===== src/sv/gwm_pkg.sv =====
// ----------------------------------------------------------------------------
// gwm_pkg
// Shared constants, register indexes and helpers for the glob matcher.
// ----------------------------------------------------------------------------
package gwm_pkg;

  localparam int unsigned CFG_IDX_W  = 3;
  localparam int unsigned CFG_DATA_W = 64;
  localparam int unsigned LEN_W      = 6;
  localparam int unsigned CHAR_W     = 8;
  localparam int unsigned WORD_BYTES = 8;

  localparam logic [CHAR_W-1:0] STAR_CHAR = 8'h2A;
  localparam logic [CHAR_W-1:0] ANY_CHAR  = 8'h3F;

  localparam logic [CFG_IDX_W-1:0] REG_PAT0 = 3'd0;
  localparam logic [CFG_IDX_W-1:0] REG_PAT1 = 3'd1;
  localparam logic [CFG_IDX_W-1:0] REG_PAT2 = 3'd2;
  localparam logic [CFG_IDX_W-1:0] REG_PAT3 = 3'd3;
  localparam logic [CFG_IDX_W-1:0] REG_LEN  = 3'd4;

  function automatic logic [CHAR_W-1:0] fold_case(input logic [CHAR_W-1:0] c);
    logic [CHAR_W-1:0] r;
    r = c;
    if (c >= 8'h41 && c <= 8'h5A) begin
      r = c + 8'h20;
    end
    return r;
  endfunction

endpackage


===== src/sv/gwm_closure.sv =====
// ----------------------------------------------------------------------------
// gwm_closure
// Star closure of a position set as a parallel prefix OR.
// ----------------------------------------------------------------------------
module gwm_closure #(
  parameter int unsigned PATTERN_CHARS = 32
) (
  input  logic [PATTERN_CHARS:0]   set_i,
  input  logic [PATTERN_CHARS-1:0] star_i,
  output logic [PATTERN_CHARS:0]   set_o
);

  localparam int unsigned W      = PATTERN_CHARS + 1;
  localparam int unsigned LEVELS = $clog2(W);

  // p[l][j]: every link from the span start into j is a star
  logic [W-1:0] g [LEVELS+1];
  logic [W-1:0] p [LEVELS+1];

  assign g[0] = set_i;
  assign p[0] = {star_i, 1'b0};

  for (genvar l = 0; l < LEVELS; l++) begin : g_lvl
    for (genvar j = 0; j < W; j++) begin : g_bit
      if (j >= (1 << l)) begin : g_comb
        assign g[l+1][j] = g[l][j] | (p[l][j] & g[l][j-(1<<l)]);
        assign p[l+1][j] = p[l][j] & p[l][j-(1<<l)];
      end else begin : g_pass
        assign g[l+1][j] = g[l][j];
        assign p[l+1][j] = p[l][j];
      end
    end
  end

  assign set_o = g[LEVELS];

endmodule


===== src/sv/gwm_step.sv =====
// ----------------------------------------------------------------------------
// gwm_step
// One character of the position set update, star closure and match select.
// ----------------------------------------------------------------------------
module gwm_step #(
  parameter int unsigned PATTERN_CHARS = 32
) (
  input  logic [PATTERN_CHARS:0]         cur_i,
  input  logic [gwm_pkg::CHAR_W-1:0]     char_i,
  input  logic [gwm_pkg::CHAR_W-1:0]     pat_i [PATTERN_CHARS],
  input  logic [PATTERN_CHARS-1:0]       use_i,
  input  logic [PATTERN_CHARS-1:0]       star_i,
  input  logic [gwm_pkg::LEN_W-1:0]      len_i,
  output logic [PATTERN_CHARS:0]         next_o,
  output logic                           matched_o
);

  import gwm_pkg::*;

  logic [PATTERN_CHARS-1:0] hit;
  logic [PATTERN_CHARS-1:0] keep;
  logic [PATTERN_CHARS:0]   raw;

  always_comb begin
    for (int i = 0; i < PATTERN_CHARS; i++) begin
      keep[i] = cur_i[i] & star_i[i];
      hit[i]  = cur_i[i] & use_i[i] & ~star_i[i] &
                ((pat_i[i] == ANY_CHAR) | (pat_i[i] == char_i));
    end
  end

  assign raw = {hit, 1'b0} | {1'b0, keep};

  gwm_closure #(
    .PATTERN_CHARS(PATTERN_CHARS)
  ) u_closure (
    .set_i  (raw),
    .star_i (star_i),
    .set_o  (next_o)
  );

  always_comb begin
    matched_o = 1'b0;
    for (int i = 0; i <= PATTERN_CHARS; i++) begin
      if (len_i == LEN_W'(i)) begin
        matched_o = next_o[i];
      end
    end
  end

endmodule


===== src/sv/glob_wildcard_matcher_top.sv =====
// Bytes register in s1; only a tlast byte, on advancing, loads the result register.
// Throughput: one byte per cycle unless a last byte waits on a stalled result.
// The position set updates through a combinational prefix-OR star closure.
// Reset: pattern and length clear to zero, position set is the start closure.
// A pattern register write restarts the name in progress.
// ----------------------------------------------------------------------------
// glob_wildcard_matcher_top
// Case-insensitive glob match of a streamed name against a register pattern.
// ----------------------------------------------------------------------------
module glob_wildcard_matcher_top #(
  parameter int unsigned PATTERN_CHARS = 32
) (
  input  logic                              clk_i,
  input  logic                              rst_ni,
  input  logic                              cfg_we_i,
  input  logic [gwm_pkg::CFG_IDX_W-1:0]     cfg_idx_i,
  input  logic [gwm_pkg::CFG_DATA_W-1:0]    cfg_data_i,
  input  logic                              s_axis_tvalid,
  output logic                              s_axis_tready,
  input  logic [7:0]                        s_axis_tdata,  // [7:0] text_char
  input  logic                              s_axis_tlast,  // last_char
  output logic                              m_axis_tvalid,
  input  logic                              m_axis_tready,
  output logic [7:0]                        m_axis_tdata   // [0] matched, [7:1] zero
);

  import gwm_pkg::*;

  localparam int unsigned W = PATTERN_CHARS + 1;

  logic [CHAR_W-1:0]        pat_q [PATTERN_CHARS];
  logic [LEN_W-1:0]         len_q;
  logic                     fresh_q;
  logic [W-1:0]             act_q;
  logic                     s1_valid_q;
  logic                     s1_last_q;
  logic [CHAR_W-1:0]        s1_char_q;
  logic                     out_valid_q;
  logic                     matched_q;

  logic                     cfg_hit;
  logic [LEN_W-1:0]         len_used;
  logic [PATTERN_CHARS-1:0] use_vec;
  logic [PATTERN_CHARS-1:0] star_vec;
  logic [W-1:0]             start_set;
  logic [W-1:0]             cur_set;
  logic [W-1:0]             next_set;
  logic                     step_match;
  logic                     adv;

  always_comb begin
    unique case (cfg_idx_i) inside
      REG_PAT0, REG_PAT1, REG_PAT2, REG_PAT3, REG_LEN: cfg_hit = cfg_we_i;
      default:                                         cfg_hit = 1'b0;
    endcase
  end

  for (genvar b = 0; b < PATTERN_CHARS; b++) begin : g_pat
    always_ff @(posedge clk_i or negedge rst_ni) begin
      if (!rst_ni) begin
        pat_q[b] <= '0;
      end else if (cfg_we_i && cfg_idx_i == CFG_IDX_W'(b / WORD_BYTES)) begin
        pat_q[b] <= fold_case(cfg_data_i[(b % WORD_BYTES)*CHAR_W +: CHAR_W]);
      end
    end
  end

  always_ff @(posedge clk_i or negedge rst_ni) begin
    if (!rst_ni) begin
      len_q <= '0;
    end else if (cfg_we_i && cfg_idx_i == REG_LEN) begin
      len_q <= cfg_data_i[LEN_W-1:0];
    end
  end

  assign len_used = (len_q > LEN_W'(PATTERN_CHARS)) ? LEN_W'(PATTERN_CHARS) : len_q;

  always_comb begin
    for (int i = 0; i < PATTERN_CHARS; i++) begin
      use_vec[i]  = LEN_W'(i) < len_used;
      star_vec[i] = use_vec[i] & (pat_q[i] == STAR_CHAR);
    end
  end

  gwm_closure #(
    .PATTERN_CHARS(PATTERN_CHARS)
  ) u_start (
    .set_i  (W'(1)),
    .star_i (star_vec),
    .set_o  (start_set)
  );

  assign cur_set = fresh_q ? start_set : act_q;

  gwm_step #(
    .PATTERN_CHARS(PATTERN_CHARS)
  ) u_step (
    .cur_i     (cur_set),
    .char_i    (s1_char_q),
    .pat_i     (pat_q),
    .use_i     (use_vec),
    .star_i    (star_vec),
    .len_i     (len_used),
    .next_o    (next_set),
    .matched_o (step_match)
  );

  assign adv           = s1_valid_q & (~s1_last_q | ~out_valid_q | m_axis_tready);
  assign s_axis_tready = ~s1_valid_q | adv;

  always_ff @(posedge clk_i or negedge rst_ni) begin
    if (!rst_ni) begin
      s1_valid_q <= 1'b0;
    end else if (s_axis_tready) begin
      s1_valid_q <= s_axis_tvalid;
    end
  end

  always_ff @(posedge clk_i) begin
    if (s_axis_tready && s_axis_tvalid) begin
      s1_char_q <= fold_case(s_axis_tdata);
      s1_last_q <= s_axis_tlast;
    end
  end

  always_ff @(posedge clk_i or negedge rst_ni) begin
    if (!rst_ni) begin
      fresh_q <= 1'b1;
      act_q   <= '0;
    end else if (cfg_hit) begin
      fresh_q <= 1'b1;
    end else if (adv) begin
      fresh_q <= s1_last_q;
      act_q   <= next_set;
    end
  end

  always_ff @(posedge clk_i or negedge rst_ni) begin
    if (!rst_ni) begin
      out_valid_q <= 1'b0;
      matched_q   <= 1'b0;
    end else if (adv && s1_last_q) begin
      out_valid_q <= 1'b1;
      matched_q   <= step_match;
    end else if (m_axis_tready) begin
      out_valid_q <= 1'b0;
    end
  end

  assign m_axis_tvalid = out_valid_q;
  assign m_axis_tdata  = {7'b0, matched_q};

  a_rise_from_last: assert property (@(posedge clk_i) disable iff (!rst_ni)
    $rose(out_valid_q) |-> $past(s1_valid_q && s1_last_q))
    else $error("result raised without a last byte");

  a_hold_last: assert property (@(posedge clk_i) disable iff (!rst_ni)
    (out_valid_q && !m_axis_tready && s1_valid_q && s1_last_q && !cfg_hit)
      |=> (s1_valid_q && s1_last_q && out_valid_q))
    else $error("last byte dropped while result stalled");

  a_restart: assert property (@(posedge clk_i) disable iff (!rst_ni)
    (adv && s1_last_q) |=> fresh_q)
    else $error("position set not restarted after end of name");

endmodule


===== config.mk =====
export PLATFORM = sky130hd
export DESIGN_NAME = glob_wildcard_matcher_top
export DESIGN_NICKNAME = d
export VERILOG_FILES = /design/src/sv/gwm_pkg.sv /design/src/sv/gwm_closure.sv /design/src/sv/gwm_step.sv /design/src/sv/glob_wildcard_matcher_top.sv
export SDC_FILE = /design/constraint.sdc
export NUM_CORES = 1
export LEC_CHECK = 0
export ABC_AREA = 1
export ABC_CLOCK_PERIOD_IN_PS = 3000
export BUFFER_PORTS_ARGS = -buffer_cell sky130_fd_sc_hd__buf_4
export CAP_MARGIN = 20
export CORE_AREA = 2 2 207 209
export CTS_BUF_LIST = sky130_fd_sc_hd__clkbuf_16
export DETAILED_ROUTE_END_ITERATION = 7
export DIE_AREA = 0 0 209 211
export HOLD_SLACK_MARGIN = 0.1
export PLACE_DENSITY = 0.69
export SLEW_MARGIN = 20
export SYNTH_ARGS = -nofsm -noshare
export SYNTH_HDL_FRONTEND = slang
export SYNTH_SLANG_ARGS = --single-unit

===== constraint.sdc =====
create_clock -name clk_i -period 3 [get_ports clk_i]
set_input_delay 0 -clock clk_i [delete_from_list [all_inputs] [get_ports clk_i]]
set_output_delay 0 -clock clk_i [all_outputs]
set_load 0.01 [all_outputs]

==> results of run 1 <==
-- cell families (layout without fill, tap and decap cells) --
group / count (synthesis) / count (layout)
buffers and inverters: 492 / 1484
other: 1 / 9
AOI/OAI and AO/OA: 482 / 482
adders and majority gates: 9 / 9
and+or+nand+nor: 1547 / 1547
xor gates and xnor gates: 139 / 139
DFF: 307 / 307
-- sequential cells by signal (all words and copies together), names as in the netlist --
register and flops:
act_q 32, fresh_q 1, len_q 6, m_axis_tvalid 1
matched_q 1, pat_q 256, s1_char_q 8, s1_last_q 1
s1_valid_q 1
-- timing repair --
action,CTS,global route
gates resized for setup,79,201
hold buffers,93,0
pin swaps,19,31
hold endpoints to repair,518,0
buffers inserted,13,37
setup endpoints to repair,22,25
-- routing by layer --
layer	track usage [%]	wire length (um)	vias up
met3	9.23	9880	456
met4	29.3	7850	2
met5	0.556	15	-
li1	-	-	11682
met2	71.2	44100	1616
met1	53.6	36500	12222
-- cell usage in the layout, fill, tap and decap left out, types with 23 or more instances in the layout --
cell type | netlist | routed
a21oi_1 | 51 | 33
buf_12 | 0 | 23
buf_4 | 12 | 903
clkbuf_16 | 0 | 37
dfrtp_1 | 297 | 292
dlygate4sd3_1 | 0 | 93
inv_1 | 340 | 339
inv_2 | 28 | 39
nand2_1 | 838 | 794
nand2_2 | 13 | 51
nand3_1 | 129 | 115
nand4_1 | 145 | 145
nor2_1 | 254 | 212
nor2_2 | 12 | 35
nor2_4 | 9 | 28
nor3_1 | 48 | 34
o21ai_0 | 302 | 288
or2_2 | 41 | 41
xnor2_1 | 128 | 128
-- power by group through the flow --
stage / sequential [mW] / combinational, mW / clock (mW)
after floorplan: 5.50 / 2.24 / 0
after global placement: 5.37 / 5.04 / 0
after detailed placement: 5.41 / 5.20 / 0
after CTS: 5.35 / 5.44 / 4.28
after global routing: 5.47 / 6.21 / 4.43
final: 5.40 / 5.81 / 4.29
-- final cells by class --
class,count,area share (%)
multi-input cells,2184,38.4
repair buffers,1041,26.8
flip-flops and latches,307,24.6
inverters,379,4.59
clock buffers,37,2.94
well taps,539,2.14
clock inverters,27,0.576
diodes,2,0.0159
-- worst reg2reg max path: cells and delay by family, from the launching register on --
family / cells / cell delay (ps)
DFF: 1 / 470
AOI/OAI and AO/OA: 4 / 740
and+or+nand+nor: 16 / 1700
buffers and inverters: 8 / 980
-- metrics by stage --
step / hold WS (ps) / total power, mW
6_report: 145 / 15.5
5_1_grt: 166 / 16.1
4_1_cts: 101 / 15.1
3_5_place_dp: 92.4 / 10.6
3_3_place_gp: 86.2 / 10.4
2_1_floorplan: -296 / 7.74
-- path summary, 6_finish.rpt --
check                                      to  slack (ps)  depth (start not counted)
worst min register to register      act_q[21]         490                          2
max in group asynchronous       m_axis_tvalid        1300                          4
worst max-delay path                matched_q       -1000                         28
worst max register to register      matched_q       -1000                         28
worst min-delay path               pat_q[112]         150                          5
min in group asynchronous            act_q[6]         570                          3
==> reports/metrics.cfg, run 1 <==
[run_status]
status = complete, but fails checks
violations = negative setup slack

[die]
coreArea_sq_um = 41800
die_x_um = 209
die_h_um = 211
dieArea_sq_um = 44100
ioPinCount = 91
initial_utilization_pct = 49.6
core.rowCount = 75

[timing]
skew_ps = 20.9
setup_ws_ps = -1000
slew_viol_final = 0
hold_viol = 0
fmax_mhz = 250
rsz0062_at_grt = true
max_slew_margin_pct = 27.0
fin_crit_sh_pct = 133
setup_viol = 16
worstMarginPinSlew_ps = 1080
final.min_clock_period_ps = 4000
finalSetupTns_ps = -8300

[logic_synthesis]
synth_edf_count = 9
yosys.area.top_type = dfrtp_1
async_reset_ff_share_pct = 97.1
synthMuxAreaShare_pct = 0
synth_compound_area_share_pct = 13.4
synthTopCellsByArea = dfrtp_1 36%, nand2_1 15%, o21ai_0 7.3%
synth_cell_types = 70
synth_xor_area_share_pct = 5.87
ys_seq_elements = 307
ys.flop_type = dfrtp_1
yosys_warnings = 0
synth_adder_area_share_pct = 0.543
seq_area_frac_synth_pct = 37.3
yosysMostFrequentCell = nand2_1
synth_area_per_cell_sq_um = 6.96
syn_area_sq_um = 20700
synth_top_area_share_pct = 35.9
ys_top_cells_by_count = 838 x nand2_1, 340 x inv_1, 302 x o21ai_0
syn-instance-count = 2977
yosys.area_share.simple_pct = 33.4
synth_top_family_by_area = simple AND/OR/NAND/NOR gates

[grt]
antenna_found_initial = 3
grt.overflow.total = 0
grt_pass1_vias = 25845
grt_pass1_wl_mm = 147
grt_max_degree = 91
grt.total_usage_pct = 44.1

[pwr]
leakagePower_nw = 15.3
combPwrFrac_pct = 37.5
power_density_nw_per_um2 = 493
ir_drop_mv = 0.497
switching_power_mw = 5.50
swShare_pct = 35.4
pwr-share-seq_pct = 34.8
clockPowerShare_pct = 27.7
p_int_mw = 10.0

[drt]
ant_nets = 0
drc_errors = 0
routedWlPerCell_um = 21.8
firstDrtPassIters = 8
finalWirelength_mm = 98.4
drt-initial-drc-count = 2912
viasPerCell = 5.75
vias = 25978

[final_layout]
final_cells = 4516
fillers = 3057
area_growth_pct = 51.9
seqCellArea_sq_um = 7730
drive_gt1_share_pct = 33.6
multi_input_area_sq_um = 12100
utilization_pct = 75.4
fin_nets = 4039
stdcell_area_sq_um = 31500

[critical_path]
max_stage_delay_ps = 470
worst_setup_path_end_kind = flip-flop
path_max_fanout = 4
cpMostUsedCell = nand4_1
critical_path_arrival_ps = 4460
critPathTopFamily = simple AND/OR/NAND/NOR gates
crit_slowest_cell = dfrtp_2
crit_start = len_q[5]
r2r-start = len_q[5]
cp.required_ps = 3460
startpoint_type = flip-flop
critPathBufInv = 8
criticalPathCategory = reg -> reg

[cts]
worstSkewPairLatency_ps = 580
path_clk_slew_ps = 60
cts_tree = built
cts_max_level = 2
numCtsBuffers = 36
cts_root_buffer = clkbuf_16
clk_path_buf_depth = 3
cts_num_sinks = 307

[place]
portBuffers = 83
gp_congestion = 1.05
post_dp_cell_area_sq_um = 28000
hpwlAfterDp_mm = 72.1
placed_cells = 4308
dp_slack_ps = -1360

[flow_run]
maxCapViolations = 0

[min_path]
hold_class = in -> reg
hp-start = cfg_idx_i[0]

No activity file was read; power rests on OpenSTA's default activity.
==> run 2: changes to the inputs <==
--- a/config.mk
+++ b/config.mk
@@ -5,16 +5,15 @@
 export SDC_FILE = /design/constraint.sdc
 export NUM_CORES = 1
 export LEC_CHECK = 0
-export ABC_AREA = 1
+export ABC_AREA = 0
 export ABC_CLOCK_PERIOD_IN_PS = 3000
 export BUFFER_PORTS_ARGS = -buffer_cell sky130_fd_sc_hd__buf_4
 export CAP_MARGIN = 20
-export CORE_AREA = 2 2 207 209
+export CORE_AREA = 3 3 227 229
 export CTS_BUF_LIST = sky130_fd_sc_hd__clkbuf_16
 export DETAILED_ROUTE_END_ITERATION = 7
-export DIE_AREA = 0 0 209 211
+export DIE_AREA = 0 0 230 232
 export HOLD_SLACK_MARGIN = 0.1
-export PLACE_DENSITY = 0.69
 export SLEW_MARGIN = 20
 export SYNTH_ARGS = -nofsm -noshare
 export SYNTH_HDL_FRONTEND = slang
==> run 2 against run 1 <==
Effect of this change:
- the flow still finishes with violations (negative setup slack)
- non-clock buffer count is 167 lower
- maximum frequency is 3.7% lower
- flip-flop and latch count stayed put
- register-to-register slack worse by 150 ps
- critical endpoint is now act_q[28]
- worst hold slack better by 17 ps
- final cell count is 14% lower
- final area is 6.7% lower
- total power is 1.3% lower
- count of clock-buffer cells in the layout is 1 higher
- largest cell class unchanged
- synthesized cell count is 20% lower
- via count is 17% lower
- critical path type unchanged
==> reports/metrics.cfg, run 2 <==
[timing]
max_slew_margin_pct = 24.0  ; was 27.0%
finalSetupTns_ps = -14170  ; was -8300 ps
slew_viol_final = 0  ; unchanged
fin_crit_sh_pct = 139  ; was 133%
hold_ws_ps = 162  ; was 145 ps
rsz0062_at_grt = true  ; unchanged
final.min_clock_period_ps = 4160  ; was 4000 ps
worstMarginPinSlew_ps = 1130  ; was 1080 ps
hold_viol = 0  ; unchanged
setup_viol = 26  ; was 16
setup_ws_ps = -1160  ; was -1000 ps
skew_ps = 29.9  ; was 20.9 ps
fmax_mhz = 241  ; was 250 MHz

[critical_path]
worst_setup_path_end_kind = flip-flop  ; unchanged
cp.required_ps = 3420  ; was 3460 ps
path_max_fanout = 5  ; was 4
critical_path_arrival_ps = 4580  ; was 4460 ps
startpoint_type = flip-flop  ; unchanged
criticalPathCategory = reg -> reg  ; unchanged

[drt]
finalWirelength_mm = 83.2  ; was 98.4 mm
drt-initial-drc-count = 1816  ; was 2912
viasPerCell = 5.54  ; was 5.75
firstDrtPassIters = 5  ; was 8
ant_nets = 0  ; unchanged
drc_errors = 0  ; unchanged
routedWlPerCell_um = 21.4  ; was 21.8 um
vias = 21490  ; was 25978

[final_layout]
fillers = 4413  ; was 3057
layout_common_cells = 736 x buf_4, 585 x nand2_1, 295 x dfrtp_1, 232 x xnor2_1, 143 x o21ai_0  ; was 903 x buf_4, 794 x nand2_1, 339 x inv_1, 292 x dfrtp_1, 288 x o21ai_0
area_growth_pct = 48.4  ; was 51.9%
final_cells = 3878  ; was 4516
layout_commonest_cell = buf_4  ; unchanged
regMostFlops = pat_q  ; unchanged
utilization_pct = 58.9  ; was 75.4%
stdcell_area_sq_um = 29400  ; was 31500 sq um
reg.largest.list = pat_q: 256 flops, act_q: 32 flops, s1_char_q: 8 flops  ; unchanged
fin_nets = 3267  ; was 4039
n_antenna_cell = 0  ; was 2
drive_gt1_share_pct = 33.1  ; was 33.6%
largest_register_ffs = 256  ; unchanged

[grt]
grt_pass1_wl_mm = 125  ; was 147 mm
grt_pass1_vias = 20893  ; was 25845
antenna_found_initial = 1  ; was 3
grt.overflow.total = 0  ; unchanged
grt.total_usage_pct = 30.6  ; was 44.1%
grt_max_degree = 89  ; was 91

[logic_synthesis]
async_reset_ff_share_pct = 97.1  ; unchanged
yosys.area.top_type = dfrtp_1  ; unchanged
synth_cell_types = 108  ; was 70
synthTopCellsByArea = dfrtp_1 38%, nand2_1 11%, xnor2_1 10%  ; was dfrtp_1 36%, nand2_1 15%, o21ai_0 7.3%
ys_seq_elements = 307  ; unchanged
yosys_warnings = 0  ; unchanged
syn-instance-count = 2375  ; was 2977
ys_top_cells_by_count = 596 x nand2_1, 297 x dfrtp_1, 232 x xnor2_1  ; was 838 x nand2_1, 340 x inv_1, 302 x o21ai_0
seq_area_frac_synth_pct = 39.1  ; was 37.3%
yosysMostFrequentCell = nand2_1  ; unchanged
synth_edf_count = 9  ; unchanged
synth_top_area_share_pct = 37.6  ; was 35.9%
syn_area_sq_um = 19800  ; was 20700 sq um
ys.flop_type = dfrtp_1  ; unchanged
synth_area_per_cell_sq_um = 8.33  ; was 6.96 sq um

[pwr]
finalPower_mw = 15.3  ; was 15.5 mW
ir_drop_mv = 0.454  ; was 0.497 mV
leakagePower_nw = 13.1  ; was 15.3 nW
power_density_nw_per_um2 = 521  ; was 493 nW/um^2

[die]
dieArea_sq_um = 53400  ; was 44100 sq um
ioPinCount = 91  ; unchanged
initial_utilization_pct = 39.7  ; was 49.6%
die_x_um = 230  ; was 209 um
coreArea_sq_um = 49900  ; was 41800 sq um
die_h_um = 232  ; was 211 um
core.rowCount = 82  ; was 75

[run_status]
status = complete, but fails checks  ; unchanged
violations = negative setup slack  ; unchanged

[place]
hpwlAfterDp_mm = 62.0  ; was 72.1 mm
dp_slack_ps = -1420  ; was -1360 ps
post_dp_cell_area_sq_um = 26000  ; was 28000 sq um
placed_cells = 3674  ; was 4308
gp_congestion = 0.977  ; was 1.05
portBuffers = 83  ; unchanged

[flow_run]
maxCapViolations = 0  ; unchanged

[cts]
cts_max_level = 2  ; unchanged
worstSkewPairLatency_ps = 580  ; about the same
clk_path_buf_depth = 3  ; unchanged
cts_root_buffer = clkbuf_16  ; unchanged
cts_tree = built  ; unchanged
cts_num_sinks = 307  ; unchanged
path_clk_slew_ps = 60  ; about the same
numCtsBuffers = 38  ; was 36

[min_path]
hold_class = in -> reg  ; unchanged

run 2: per-layer routing:
layer / part of all wire (%) / GRT usage (%) / wire (um) / vias up
li1: - / - / - / 9994
met5: 0.020 / 0 / 17 / -
met2: 45 / 48.7 / 37600 / 770
met1: 45 / 43.8 / 37300 / 10562
met3: 6.8 / 3.52 / 5620 / 162
met4: 3.1 / 9.20 / 2540 / 2
run 2: timing repair:
action                                 CTS  global route
gates cloned                             0             1
setup endpoints to repair               26            26
gates resized for setup                103            84
pin swaps                               42            39
hold buffers                            97             0
endpoints found under the hold margin  545             0
setup buffers                           23            17
run 2: path summary, 6_finish.rpt:
check / start / endpoint / slack (ps) / cells past startpoint
min in group asynchronous: rst_ni / fresh_q / 640 / 3
max in group asynchronous: rst_ni / pat_q[58] / 1840 / 4
min reg2reg: act_q[9] / act_q[9] / 460 / 2
max reg2reg: len_q[3] / act_q[28] / -1160 / 18
min: s_axis_tlast / s1_last_q / 160 / 2
max: len_q[3] / act_q[28] / -1160 / 18
run 2: cells by family (layout without fill, tap and decap cells):
kind of cell	after synthesis	after routing	share of synthesized area, %
and+or+nand+nor	1157	1157	28.2
AOI/OAI and AO/OA	457	457	15.2
DFF	307	307	39.1
xor gates and xnor gates	256	256	11.3
buffers and inverters	143	968	3.12
muxes	45	45	2.55
adders and majority gates	9	9	0.569
other	1	7	0.0189
run 2: cell type report:
cell class | count | area (sq um) | area share, %
flip-flops and latches | 307 | 7730 | 26.3
repair buffers | 874 | 7140 | 24.3
well taps | 672 | 841 | 2.86
multi-input cells | 1931 | 12300 | 42.0
inverters | 25 | 93.8 | 0.320
clock inverters | 31 | 278 | 0.946
clock buffers | 38 | 951 | 3.24
run 2: critical path: stages (launching register included):
cell,delay [ps]
dfrtp_2,430
buf_12,140
or4_4,550
nor2_4,130
buf_6,110
nor3_4,60
and3_4,170
a21oi_1,250
buf_4,170
a21oi_2,40
a211o_2,340
a31oi_4,240
buf_4,170
nand2_2,50
a221o_2,380
a21o_1,200
a221oi_2,300
buf_4,170
o21ai_0,70
run 2: report_power, final:
part           leakage [nW]  total (mW)  switching (mW)  internal (mW)
combinational          8.64        5.32            2.65           2.67
sequential             3.83        5.38           0.488           4.89
clock                 0.619        4.60            1.93           2.67
